<file path="src/rtl/pre_pkg.sv">
// Shared types and constants for the ping round-trip time estimator.
// Holds the channel item structs and the command passed from front to back.
// No dependencies.
`timescale 1ns / 1ps

package pre_pkg;

    localparam int TIME_W = 32;
    localparam int CFG_W  = 16;

    localparam logic [CFG_W-1:0] CFG_RESET = 16'd1000;

    // Input item, fields in channel order
    typedef struct packed {
        logic              func;
        logic [TIME_W-1:0] now_ms;
        logic              enable;
        logic [TIME_W-1:0] seq_num;
    } t_in_item;

    // Result item
    typedef struct packed {
        logic              send_request;
        logic [TIME_W-1:0] request_number;
        logic [TIME_W-1:0] last_rtt_ms;
        logic [TIME_W-1:0] avg_rtt_ms;
    } t_out_item;

    // Event class as decided by the front end
    typedef enum logic [1:0] {
        OP_TICK_OFF = 2'd0,
        OP_TICK_EN  = 2'd1,
        OP_RESP     = 2'd2
    } t_op;

    typedef struct packed {
        t_op               op;
        logic [TIME_W-1:0] time_ms;
        logic [TIME_W-1:0] number;
    } t_cmd;

endpackage

</file>
<file path="src/rtl/ping_rtt_estimator.sv">
// Top level of the ping round-trip time estimator.
// Depends on pre_pkg, pre_front, pre_queue and pre_back.
// Input channel (i_in_valid / o_in_stall / i_in_data) carries events: a tick
// (func 0) or a ping response (func 1), each with the current ms time.
// Output channel (o_out_valid / i_out_stall / o_out_data) returns exactly one
// result item per event, in order: send flag, ping number, latest RTT and the
// floor mean of the nonzero RTT samples.
// Config channel (i_cfg_valid / o_cfg_ready / i_cfg_data) writes the minimum
// send interval; write it only while no event is in flight.
// Front end registers and classifies an event, then a two-entry queue feeds
// the back end, which takes the next event only after emitting the last. A tick
// or unmatched response goes straight from idle to emit. A matched response also
// walks the sample ring and runs a restoring divider, one quotient bit per cycle
// over the sum width (38 bits at the default depth), before its result is emitted.
// Reset clears the control state, the sample ring reads as empty, and the
// interval returns to 1000 ms. A stalled receiver holds the result register;
// beyond the event held in the back end, front end and queue take three more
// before o_in_stall rises.
`timescale 1ns / 1ps

module ping_rtt_estimator #(
    parameter int SAMPLE_COUNT = 8
) (
    input  logic                      i_clk,
    input  logic                      i_rst_n,
    input  logic                      i_in_valid,
    output logic                      o_in_stall,
    input  pre_pkg::t_in_item         i_in_data,
    output logic                      o_out_valid,
    input  logic                      i_out_stall,
    output pre_pkg::t_out_item        o_out_data,
    input  logic                      i_cfg_valid,
    output logic                      o_cfg_ready,
    input  logic [pre_pkg::CFG_W-1:0] i_cfg_data
);

    pre_pkg::t_cmd front_cmd;
    pre_pkg::t_cmd q_head;
    logic          push;
    logic          q_full;
    logic          q_empty;
    logic          pop;

    // config register is always writable
    assign o_cfg_ready = 1'b1;

    pre_front u_front (
        .i_clk      (i_clk),
        .i_rst_n    (i_rst_n),
        .i_in_valid (i_in_valid),
        .o_in_stall (o_in_stall),
        .i_in_data  (i_in_data),
        .o_push     (push),
        .o_cmd      (front_cmd),
        .i_q_full   (q_full)
    );

    pre_queue u_queue (
        .i_clk   (i_clk),
        .i_rst_n (i_rst_n),
        .i_push  (push),
        .i_cmd   (front_cmd),
        .o_full  (q_full),
        .i_pop   (pop),
        .o_empty (q_empty),
        .o_head  (q_head)
    );

    pre_back #(
        .SAMPLE_COUNT (SAMPLE_COUNT)
    ) u_back (
        .i_clk       (i_clk),
        .i_rst_n     (i_rst_n),
        .i_cfg_we    (i_cfg_valid && o_cfg_ready),
        .i_cfg_data  (i_cfg_data),
        .i_q_empty   (q_empty),
        .i_head      (q_head),
        .o_pop       (pop),
        .o_out_valid (o_out_valid),
        .i_out_stall (i_out_stall),
        .o_out_data  (o_out_data)
    );

endmodule

</file>
<file path="src/rtl/pre_front.sv">
// Front end: accepts input items, classifies them and registers one command.
// Depends on pre_pkg.
`timescale 1ns / 1ps

module pre_front (
    input  logic              i_clk,
    input  logic              i_rst_n,
    input  logic              i_in_valid,
    output logic              o_in_stall,
    input  pre_pkg::t_in_item i_in_data,
    output logic              o_push,
    output pre_pkg::t_cmd     o_cmd,
    input  logic              i_q_full
);

    logic          r_valid;
    pre_pkg::t_cmd r_cmd;
    pre_pkg::t_cmd n_cmd;
    logic          accept;

    assign o_push     = r_valid && !i_q_full;
    assign o_in_stall = r_valid && i_q_full;
    assign accept     = i_in_valid && !o_in_stall;
    assign o_cmd      = r_cmd;

    always_comb begin
        n_cmd.time_ms = i_in_data.now_ms;
        n_cmd.number  = i_in_data.seq_num;
        if (i_in_data.func) begin
            n_cmd.op = pre_pkg::OP_RESP;
        end else if (i_in_data.enable) begin
            n_cmd.op = pre_pkg::OP_TICK_EN;
        end else begin
            n_cmd.op = pre_pkg::OP_TICK_OFF;
        end
    end

    always_ff @(posedge i_clk) begin
        if (!i_rst_n) begin
            r_valid <= 1'b0;
        end else if (accept) begin
            r_valid <= 1'b1;
        end else if (o_push) begin
            r_valid <= 1'b0;
        end
    end

    always_ff @(posedge i_clk) begin
        if (accept) begin
            r_cmd <= n_cmd;
        end
    end

endmodule

</file>
<file path="src/rtl/pre_queue.sv">
// Two-entry command queue between front end and back end.
// Depends on pre_pkg.
`timescale 1ns / 1ps

module pre_queue (
    input  logic          i_clk,
    input  logic          i_rst_n,
    input  logic          i_push,
    input  pre_pkg::t_cmd i_cmd,
    output logic          o_full,
    input  logic          i_pop,
    output logic          o_empty,
    output pre_pkg::t_cmd o_head
);

    pre_pkg::t_cmd r_slot [2];
    logic          r_wr_ptr;
    logic          r_rd_ptr;
    logic [1:0]    r_count;

    assign o_full  = (r_count == 2'd2);
    assign o_empty = (r_count == 2'd0);
    assign o_head  = r_slot[r_rd_ptr];

    always_ff @(posedge i_clk) begin
        if (!i_rst_n) begin
            r_wr_ptr <= 1'b0;
            r_rd_ptr <= 1'b0;
            r_count  <= 2'd0;
        end else begin
            if (i_push) begin
                r_wr_ptr <= ~r_wr_ptr;
            end
            if (i_pop) begin
                r_rd_ptr <= ~r_rd_ptr;
            end
            if (i_push && !i_pop) begin
                r_count <= r_count + 2'd1;
            end else if (i_pop && !i_push) begin
                r_count <= r_count - 2'd1;
            end
        end
    end

    always_ff @(posedge i_clk) begin
        if (i_push) begin
            r_slot[r_wr_ptr] <= i_cmd;
        end
    end

endmodule

</file>
<file path="src/rtl/pre_back.sv">
// Back end: ping state, sample ring, averaging sweep, serial divider, result register.
// Depends on pre_pkg.
`timescale 1ns / 1ps

module pre_back #(
    parameter int SAMPLE_COUNT = 8
) (
    input  logic                           i_clk,
    input  logic                           i_rst_n,
    input  logic                           i_cfg_we,
    input  logic [pre_pkg::CFG_W-1:0]      i_cfg_data,
    input  logic                           i_q_empty,
    input  pre_pkg::t_cmd                  i_head,
    output logic                           o_pop,
    output logic                           o_out_valid,
    input  logic                           i_out_stall,
    output pre_pkg::t_out_item             o_out_data
);

    localparam int TW     = pre_pkg::TIME_W;
    localparam int IDX_W  = (SAMPLE_COUNT > 1) ? $clog2(SAMPLE_COUNT) : 1;
    localparam int CNT_W  = $clog2(SAMPLE_COUNT + 1);
    localparam int SUM_W  = (TW + CNT_W > 38) ? (TW + CNT_W) : 38;
    localparam int STEP_W = $clog2(SUM_W + 1);

    localparam logic [IDX_W-1:0]  SLOT_LAST = IDX_W'(SAMPLE_COUNT - 1);
    localparam logic [CNT_W-1:0]  CNT_FULL  = CNT_W'(SAMPLE_COUNT);
    localparam logic [STEP_W-1:0] STEP_LAST = STEP_W'(SUM_W - 1);

    typedef enum logic [3:0] {
        ST_IDLE  = 4'b0001,
        ST_SWEEP = 4'b0010,
        ST_DIV   = 4'b0100,
        ST_EMIT  = 4'b1000
    } t_state;

    t_state                   r_state;
    logic [pre_pkg::CFG_W-1:0] r_min_gap;
    logic [TW-1:0]            r_ping_count;
    logic [TW-1:0]            r_send_time;
    logic                     r_awaiting;
    logic [TW-1:0]            r_last_rtt;
    logic [TW-1:0]            r_avg;
    logic                     r_sent;
    logic [IDX_W-1:0]         r_slot;
    logic [SAMPLE_COUNT-1:0]  r_smp_valid;

    // sample ring
    logic [TW-1:0]            r_mem [SAMPLE_COUNT];
    logic [TW-1:0]            r_rd_data;
    logic                     r_rd_ok;
    logic                     r_rd_live;
    logic [CNT_W-1:0]         r_idx;
    logic [SUM_W-1:0]         r_sum;
    logic [CNT_W-1:0]         r_n;

    // divider
    logic [SUM_W-1:0]         r_quo;
    logic [CNT_W-1:0]         r_rem;
    logic [STEP_W-1:0]        r_step;

    logic                     r_out_valid;
    pre_pkg::t_out_item       r_out;

    logic [TW-1:0]            elapsed;
    logic                     tick_go;
    logic                     resp_hit;
    logic                     mem_we;
    logic                     rd_issue;
    logic [IDX_W-1:0]         rd_addr;
    logic [CNT_W:0]           rem_sh;
    logic                     q_bit;
    logic [CNT_W:0]           rem_sub;
    logic                     out_free;

    assign elapsed  = i_head.time_ms - r_send_time;
    assign tick_go  = (i_head.op == pre_pkg::OP_TICK_EN) && !r_awaiting
                      && (elapsed >= {{(TW - pre_pkg::CFG_W){1'b0}}, r_min_gap});
    assign resp_hit = (i_head.op == pre_pkg::OP_RESP) && (i_head.number == r_ping_count);
    assign o_pop    = (r_state == ST_IDLE) && !i_q_empty;
    assign mem_we   = o_pop && resp_hit;
    assign rd_issue = (r_state == ST_SWEEP) && (r_idx != CNT_FULL);
    assign rd_addr  = r_idx[IDX_W-1:0];
    assign out_free = !r_out_valid || !i_out_stall;

    // one restoring division step
    assign rem_sh  = {r_rem, r_quo[SUM_W-1]};
    assign rem_sub = rem_sh - {1'b0, r_n};
    assign q_bit   = (rem_sh >= {1'b0, r_n});

    assign o_out_valid = r_out_valid;
    assign o_out_data  = r_out;

    always_ff @(posedge i_clk) begin
        if (mem_we) begin
            r_mem[r_slot] <= elapsed;
        end
        r_rd_data <= r_mem[rd_addr];
    end

    always_ff @(posedge i_clk) begin
        if (!i_rst_n) begin
            r_state      <= ST_IDLE;
            r_min_gap    <= pre_pkg::CFG_RESET;
            r_ping_count <= '0;
            r_send_time  <= '0;
            r_awaiting   <= 1'b0;
            r_last_rtt   <= '0;
            r_avg        <= '0;
            r_sent       <= 1'b0;
            r_slot       <= '0;
            r_smp_valid  <= '0;
            r_rd_ok      <= 1'b0;
            r_rd_live    <= 1'b0;
            r_idx        <= '0;
            r_sum        <= '0;
            r_n          <= '0;
            r_quo        <= '0;
            r_rem        <= '0;
            r_step       <= '0;
            r_out_valid  <= 1'b0;
        end else begin
            if (i_cfg_we) begin
                r_min_gap <= i_cfg_data;
            end
            // load a new result or drop the one just taken
            if ((r_state == ST_EMIT) && out_free) begin
                r_out_valid <= 1'b1;
            end else if (r_out_valid && !i_out_stall) begin
                r_out_valid <= 1'b0;
            end

            case (r_state)
                ST_IDLE: begin
                    if (o_pop) begin
                        r_sent <= tick_go;
                        if (tick_go) begin
                            r_ping_count <= r_ping_count + TW'(1);
                            r_send_time  <= i_head.time_ms;
                            r_awaiting   <= 1'b1;
                            // slot tracks count mod depth, including the 2^32 wrap
                            if (r_ping_count == '1 || r_slot == SLOT_LAST) begin
                                r_slot <= '0;
                            end else begin
                                r_slot <= r_slot + IDX_W'(1);
                            end
                            r_state <= ST_EMIT;
                        end else if (resp_hit) begin
                            r_last_rtt          <= elapsed;
                            r_smp_valid[r_slot] <= 1'b1;
                            r_awaiting          <= 1'b0;
                            r_idx               <= '0;
                            r_sum               <= '0;
                            r_n                 <= '0;
                            r_rd_live           <= 1'b0;
                            r_state             <= ST_SWEEP;
                        end else begin
                            r_state <= ST_EMIT;
                        end
                    end
                end

                ST_SWEEP: begin
                    r_rd_live <= rd_issue;
                    r_rd_ok   <= r_smp_valid[rd_addr];
                    if (rd_issue) begin
                        r_idx <= r_idx + CNT_W'(1);
                    end
                    if (r_rd_live && r_rd_ok && (r_rd_data != '0)) begin
                        r_sum <= r_sum + {{(SUM_W - TW){1'b0}}, r_rd_data};
                        r_n   <= r_n + CNT_W'(1);
                    end
                    if (!rd_issue && !r_rd_live) begin
                        if (r_n == '0) begin
                            r_avg   <= '0;
                            r_state <= ST_EMIT;
                        end else begin
                            r_quo   <= r_sum;
                            r_rem   <= '0;
                            r_step  <= '0;
                            r_state <= ST_DIV;
                        end
                    end
                end

                ST_DIV: begin
                    r_quo <= {r_quo[SUM_W-2:0], q_bit};
                    r_rem <= q_bit ? rem_sub[CNT_W-1:0] : rem_sh[CNT_W-1:0];
                    r_step <= r_step + STEP_W'(1);
                    if (r_step == STEP_LAST) begin
                        // quotient of a mean always fits the time width
                        r_avg   <= {r_quo[TW-2:0], q_bit};
                        r_state <= ST_EMIT;
                    end
                end

                ST_EMIT: begin
                    if (out_free) begin
                        r_state <= ST_IDLE;
                    end
                end

                default: begin
                    r_state <= ST_IDLE;
                end
            endcase
        end
    end

    always_ff @(posedge i_clk) begin
        if ((r_state == ST_EMIT) && out_free) begin
            r_out.send_request   <= r_sent;
            r_out.request_number <= r_ping_count;
            r_out.last_rtt_ms    <= r_last_rtt;
            r_out.avg_rtt_ms     <= r_avg;
        end
    end

endmodule
</file>
<file path="config.mk">
export PLATFORM = sky130hd
export DESIGN_NAME = ping_rtt_estimator
export DESIGN_NICKNAME = d
export VERILOG_FILES = /design/src/rtl/pre_pkg.sv /design/src/rtl/ping_rtt_estimator.sv /design/src/rtl/pre_front.sv /design/src/rtl/pre_queue.sv /design/src/rtl/pre_back.sv
export SDC_FILE = /design/constraint.sdc
export NUM_CORES = 1
export LEC_CHECK = 0
export ABC_CLOCK_PERIOD_IN_PS = 7780
export BUFFER_PORTS_ARGS = -buffer_cell sky130_fd_sc_hd__buf_2
export CORE_UTILIZATION = 35
export DETAILED_ROUTE_END_ITERATION = 10
export MAX_ROUTING_LAYER = met4
export SLEW_MARGIN = 25
export SYNTH_ARGS = -nofsm -noshare
export SYNTH_HDL_FRONTEND = slang
export SYNTH_SLANG_ARGS = --single-unit
</file>
<file path="constraint.sdc">
create_clock -name i_clk -period 7.78 [get_ports i_clk]
set_input_delay 0.778 -clock i_clk [delete_from_list [all_inputs] [get_ports i_clk]]
set_output_delay 0.778 -clock i_clk [all_outputs]
set_load 0.02 [all_outputs]
</file>
==> out/results.txt, run 1 <==
Crit path max fanout -> 54
Minimum clock period -> 6315 ps
GP Congestion -> 0.8633
Clk slew on worst S/H paths -> 60 ps
Slew Limit Fails -> 0
Critical Path Start Type -> register
P_int -> 8.578 mW
Row Count -> 115
Synth top cells by count -> 551 x edfxtp_1, 296 x dfxtp_1, 194 x nand2_1, 182 x a21oi_1, 169 x nor2_1
Die width -> 317.6 um
Syn-to-layout area delta -> 15.70%
Sequential power share -> 0.454
CTS Sinks -> 847
Iter 0 DRT Violations -> 1,573
Post-CTS Hold Fix Bufs -> 0
Initial antenna violation count -> 3
Starting density of the core -> 0.3536
Post-layout nets -> 2,969
Vias in the first global route -> 20.70k
Yosys reg bits -> 847
TritonCTS clock tree -> built
Peak Freq -> 0.1584 GHz
Fillers -> 9,107
Final core occ -> 0.4091
Io pins -> 187
Post-synth top area share -> 0.4748
ANT cells -> 0
Clock tree buffer depth -> 3
Yosys cell types -> 79
DP Worst Slack -> 1274 ps
Chip Height -> 317.6 um
Clock network fraction of total power -> 0.364
Logic pwr share -> 0.181
Worst setup path category -> register to register
Outcome -> complete, no violations
CTS Root Cell -> clkbuf_16
Slack of the critical path -> 1465 ps
Final hold vios -> 0
Maximum VDD drop -> 0.1899 mV
CP endpoint kind -> register
Number of CTS-inserted buffers -> 89
Fraction of layout cells with a size suffix above 1 -> 0.2008
Worst-skew pair later-pin latency -> 670 ps
Hold Crit Class -> input pin to register
Core area -> 98,560 um^2
Critical Path RT -> 8320 ps
Worst hold slack -> 280.8 ps
First drt pass iteration count -> 5
WL/cell -> 19.22 um
Drc violations -> 0
Area contributors post-synth -> edfxtp_1 47%, dfxtp_1 17%, mux4_2 4.3%
Reg2Reg Depth -> 21
Slew HR -> 0.3038
Antenna Nets Post-Route -> 0
CTS H-Tree Depth -> 3
Setup Fix Bufs, Post-CTS -> 0
FF/Latch Area -> 22,480 um^2
Via count -> 21.28k
Final Skew -> 29.88 ps
Unrepaired setup endpoints after global routing -> no
Accumulated negative setup slack -> 0 ps
Sequential cell area fraction in the yosys report -> 0.6448
Hold path cells -> 1
Post-CTS Resized -> 0
Multi-input logic area -> 11,690 um^2
Pwr Density -> 297.3 nW/um^2
Total gr overflow -> 0
Post-Syn Instances -> 2,604
EDFF count, synth -> 551
Final setup violation count -> 0
Fin cells -> 4,150
Largest net degree at the start of global routing -> 77
Cell with the most instances after synthesis -> edfxtp_1
Synth warn -> 0
Max Cap Viol -> 0
Syn nets -> 2,787
Synth area leader -> edfxtp_1
Measured slew at the worst slew-check pin -> 1037 ps
Routed vias/inst -> 5.129
Switching share of power -> 0.2843
Port-buffer cells -> 185
Final Cycle Share -> 0.8117
Post-synthesis cell area -> 34,850 um^2
P_sw -> 3.408 mW
DRT Wirelength -> 79.78 mm
Placed cell count -> 3,982
Hpwl dp -> 51.17 mm
First-pass GRT wire length -> 122.6 mm
Leakage -> 13.71 nW
Post-Syn Area per Cell -> 13.38 um^2
WP data arrival -> 6850 ps
Synth Flop Type -> edfxtp_1
DIE AREA -> 100,800 um^2
Post-synth ARST share -> 0
GRT Total Usage -> 0.1601
==> layout by cell type (no fill, tap or decap), types with 12 or more instances in the layout <==
cell type	count
edfxtp_1	551
dfxtp_1	293
nand2_1	194
buf_2	185
a21oi_1	180
nor2_1	159
ha_1	93
clkbuf_16	90
inv_1	75
a22oi_1	67
mux4_2	66
mux2_2	63
xnor2_1	60
nand3_1	57
nor3_1	56
o21ai_0	54
mux2i_1	53
buf_4	39
a21o_1	38
a211oi_2	34
xor2_1	31
or4_1	24
o21a_1	23
o31ai_1	23
nand4_1	22
nand2b_1	20
clkinv_2	18
and3_1	15
nor4_1	15
clkbuf_1	14
o211ai_1	13
a211oi_1	13
clkinv_1	13
nor2b_1	12
==> power groups by stage <==
stage | clock, mW | combinational (mW) | sequential [mW]
6_report | 4.37 | 2.17 | 5.45
5_1_grt | 4.66 | 2.36 | 5.47
4_1_cts | 4.48 | 2.14 | 5.45
3_5_place_dp | 0 | 2.13 | 5.55
3_3_place_gp | 0 | 2.11 | 5.54
2_1_floorplan | 0 | 1.34 | 5.59
==> critical path, stage by stage, from the launching register on <==
cell	delay, ps
dfxtp_4	570
mux2i_1	350
inv_1	110
ha_1	290
nor2b_1	140
o31a_1	300
or4_1	490
a21o_1	250
a21o_1	190
a21oi_1	170
xnor2_1	350
ha_1	370
and4_1	200
a21oi_1	140
nand2_1	70
nor3_1	300
nand4bb_1	170
nor4b_2	310
and4b_4	720
buf_4	370
o311ai_0	170
o41ai_1	110
==> path summary, 6_finish.rpt <==
path / from / end / slack [ps]
min reg2reg: u_back.r_last_rtt[21]$_SDFFE_PN0P_ / u_back.o_out_data[53]$_DFFE_PP_ / 430
min: i_in_data[49] / u_front.o_cmd[48]$_DFFE_PP_ / 280
max reg2reg: register / u_back.r_ping_count[26]$_SDFFE_PN0P_ / 1470
max: register / u_back.r_ping_count[26]$_SDFFE_PN0P_ / 1470
==> kinds of logic after synthesis <==
family,synth area share
xor+xnor,0.02413
compound gates,0.1050
simple gates,0.08807
mux,0.07823
buf+inv,0.02459
flops,0.6448
other cells,0.0001076
fa+ha+maj,0.03511
==> final cells by class <==
type	instances	area share
Tap cell	1287	0.03994
Inverter	76	0.007261
Clock buffer	109	0.05886
Multi-Input combinational cell	1548	0.2899
Sequential cell	847	0.5575
Timing Repair Buffer	224	0.03022
Clock inverter	59	0.01629
==> sequential cells by signal, summed over array words and instances (netlist names), 6 cells and up, named ones only <==
name,flops
u_back.r_rd_data,32
u_back.r_min_gap,16
u_queue.r_slot,132
u_back.r_smp_valid,8
u_back.r_last_rtt,32
u_back.o_out_data,97
u_back.r_send_time,32
u_back.r_step,6
u_back.r_ping_count,32
u_back.r_mem,256
u_back.r_sum,38
u_back.r_quo,38
u_back.r_avg,32
u_front.o_cmd,66
==> stage by stage <==
step	instance area [um^2]	power [mW]
floorplan	34850	6.924
global placement	37230	7.647
detailed placement	37230	7.679
CTS	40260	12.07
global route	40320	12.49
finish	40320	11.99
==> per-layer routing <==
| metal | GRT usage | wire length [um] | vias to the layer above |
|---|---|---|---|
| met1 | 0.2170 | 37700 | 10478 |
| met3 | 0.02261 | 2957 | 123 |
| met4 | 0.04768 | 1959 | 0 |
| li1 | - | - | 10247 |
| met2 | 0.2494 | 37170 | 436 |
| met5 | - | 0 | - |
Note: power is estimated with default switching activity, not from simulation.
==> inputs of run 2 (changes only) <==
- ABC_CLOCK_PERIOD_IN_PS: 7780 -> 6550
- clock period: 7.78 -> 6.55 ns (I/O delays scaled with it)
==> run 2 against run 1 <==
Cell area fell by 0.23%. Power rose by 17%. First-iteration DRC count fell by 13%. Largest power group unchanged. Combinational power rose by 22%. Worst hold slack got worse by 110 ps. Critical path depth fell by 1. Routed wire length barely moved. Clock skew fell by 7.6 ps. Highest routed layer unchanged. Clock power rose by 13%.
==> out/results.txt, run 2 (synthesized netlist as in run 1, its figures left out) <==
Outcome -> complete, no violations
Chip Height -> 317.6 um
Max FFs per register -> 256
Unrepaired setup endpoints after global routing -> no
Leakage -> 13.68 nW
Buf/Inv on CP -> 2
Io pins -> 187
Largest net degree at the start of global routing -> 80
P_int -> 10.09 mW
Slew Limit Fails -> 0
Crit-path cells -> buf_4, mux2_2, ha_1, o21a_1, o31a_1, o41a_1, o21ai_0, nand2b_1, a21oi_1, xnor2_1, ha_1, a21o_1, a21o_1, a211oi_1, o21ai_0, nor3_1, nand4b_1, nand2_2, buf_4, o21ai_0
Post-CTS Resized -> 0
Fillers -> 9,127
GRT Total Usage -> 0.1605
Design Area, Final -> 40,230 um^2
Fin cells -> 4,165
Slowest stage cell, crit path -> xnor2_1
Port-buffer cells -> 185
Drc violations -> 0
Final Cycle Share -> 0.8880
Starting density of the core -> 0.3536
Row Count -> 115
Clk slew on worst S/H paths -> 60 ps
Commonest non-fill, non-tap cell in the layout -> edfxtp_1
Reg2Reg Depth -> 20
CP dominant cell by count -> o21ai_0
Number of CTS-inserted buffers -> 89
DP Area -> 37,350 um^2
Antenna Nets Post-Route -> 0
WHS Endpoint -> u_front.o_cmd[47]$_DFFE_PP_
Hold path cells -> 1
GP Congestion -> 0.8432
Sequential power share -> 0.460
Final hold vios -> 0
Critical Path Start Type -> register
CP endpoint kind -> register
Switching share of power -> 0.2817
Final setup violation count -> 0
First drt pass iteration count -> 7
Worst-skew pair later-pin latency -> 650 ps
Syn-to-layout area delta -> 15.44%
P_sw -> 3.957 mW
Largest register by flop count -> u_back.r_mem
Iter 0 DRT Violations -> 1,369
DIE AREA -> 100,800 um^2
Reg2reg end -> u_back.r_slot[2]$_SDFFE_PN0P_
Most frequent cells in the layout -> 551 x edfxtp_1, 293 x dfxtp_1, 194 x nand2_1
Setup Fix Bufs, Post-CTS -> 0
DRT Wirelength -> 79.81 mm
Accumulated negative setup slack -> 0 ps
Worst hold slack -> 173.7 ps
Worst path max stage delay -> 770 ps
Kind of cell adding the most delay to the critical path -> compound AO/OA/AOI/OAI gates
Worst setup path category -> register to register
First-pass GRT wire length -> 122.7 mm
CTS H-Tree Depth -> 3
Total gr overflow -> 0
Vias in the first global route -> 20.81k
Peak Freq -> 0.1719 GHz
Fraction of layout cells with a size suffix above 1 -> 0.1999
Crit path max fanout -> 34
Core area -> 98,560 um^2
Hpwl dp -> 51.61 mm
Placed cell count -> 3,997
WP data arrival -> 6320 ps
Initial antenna violation count -> 0
Pwr Density -> 349.1 nW/um^2
WL/cell -> 19.16 um
TritonCTS clock tree -> built
Minimum clock period -> 5817 ps
Critical Path RT -> 7050 ps
HP Start -> i_in_data[48]
Die width -> 317.6 um
Post-layout nets -> 2,984
Final core occ -> 0.4082
Slew HR -> 0.2999
Logic pwr share -> 0.189
Clock tree buffer depth -> 3
Clock network fraction of total power -> 0.352
Maximum VDD drop -> 0.1915 mV
Post-CTS Hold Fix Bufs -> 0
Max Cap Viol -> 0
CTS Root Cell -> clkbuf_16
Final Skew -> 22.31 ps
Routed vias/inst -> 5.092
Hold Crit Class -> input pin to register
CTS Sinks -> 847
Measured slew at the worst slew-check pin -> 1043 ps
Via count -> 21.21k
Reg2Reg Setup Slack -> 730 ps
==> run 2: area by class of cell <==
cell class / instances / area, um^2 / share of cell area
Antenna cell: 1 / 2.502 / 0.00006220
Clock buffer: 125 / 2464 / 0.06124
Clock inverter: 42 / 401.6 / 0.009983
Inverter: 76 / 292.8 / 0.007277
Multi-Input combinational cell: 1548 / 11640 / 0.2892
Sequential cell: 847 / 22480 / 0.5588
Tap cell: 1287 / 1610 / 0.04003
Timing Repair Buffer: 239 / 1344 / 0.03340
==> run 2: metal layers <==
metal | vias to the layer above | wire length [um] | track usage
met5 | - | 0 | -
met4 | 0 | 1663 | 0.04412
met3 | 116 | 3104 | 0.02337
met2 | 416 | 37430 | 0.2523
met1 | 10427 | 37610 | 0.2167
li1 | 10250 | - | -
==> run 2: worst max path at each step <==
stage	to	slack, ps	cells past startpoint
global placement	u_back.r_slot[1]$_SDFFE_PN0P_	840	20
finish	u_back.r_slot[2]$_SDFFE_PN0P_	730	20
CTS	u_back.r_slot[2]$_SDFFE_PN0P_	700	20
detailed placement	u_back.r_slot[2]$_SDFFE_PN0P_	750	20
floorplan	u_back.o_out_data[0]$_DFFE_PP_	230	2
global route	u_back.r_slot[2]$_SDFFE_PN0P_	390	20
==> run 2: through the flow <==
stage | power, mW | setup slack (ps)
after global routing | 14.64 | 386.5
final | 14.05 | 733.5
after detailed placement | 9.217 | 750.1
after global placement | 9.181 | 840.7
after floorplan | 8.225 | 229.1
after CTS | 14.19 | 696.5
==> run 2: power by group through the flow <==
stage	Clock [mW]	Sequential [mW]	Combinational (mW)
global placement	0	6.57	2.61
CTS	5.08	6.46	2.65
finish	4.94	6.46	2.65
floorplan	0	6.64	1.59
detailed placement	0	6.57	2.64
global route	5.27	6.48	2.90
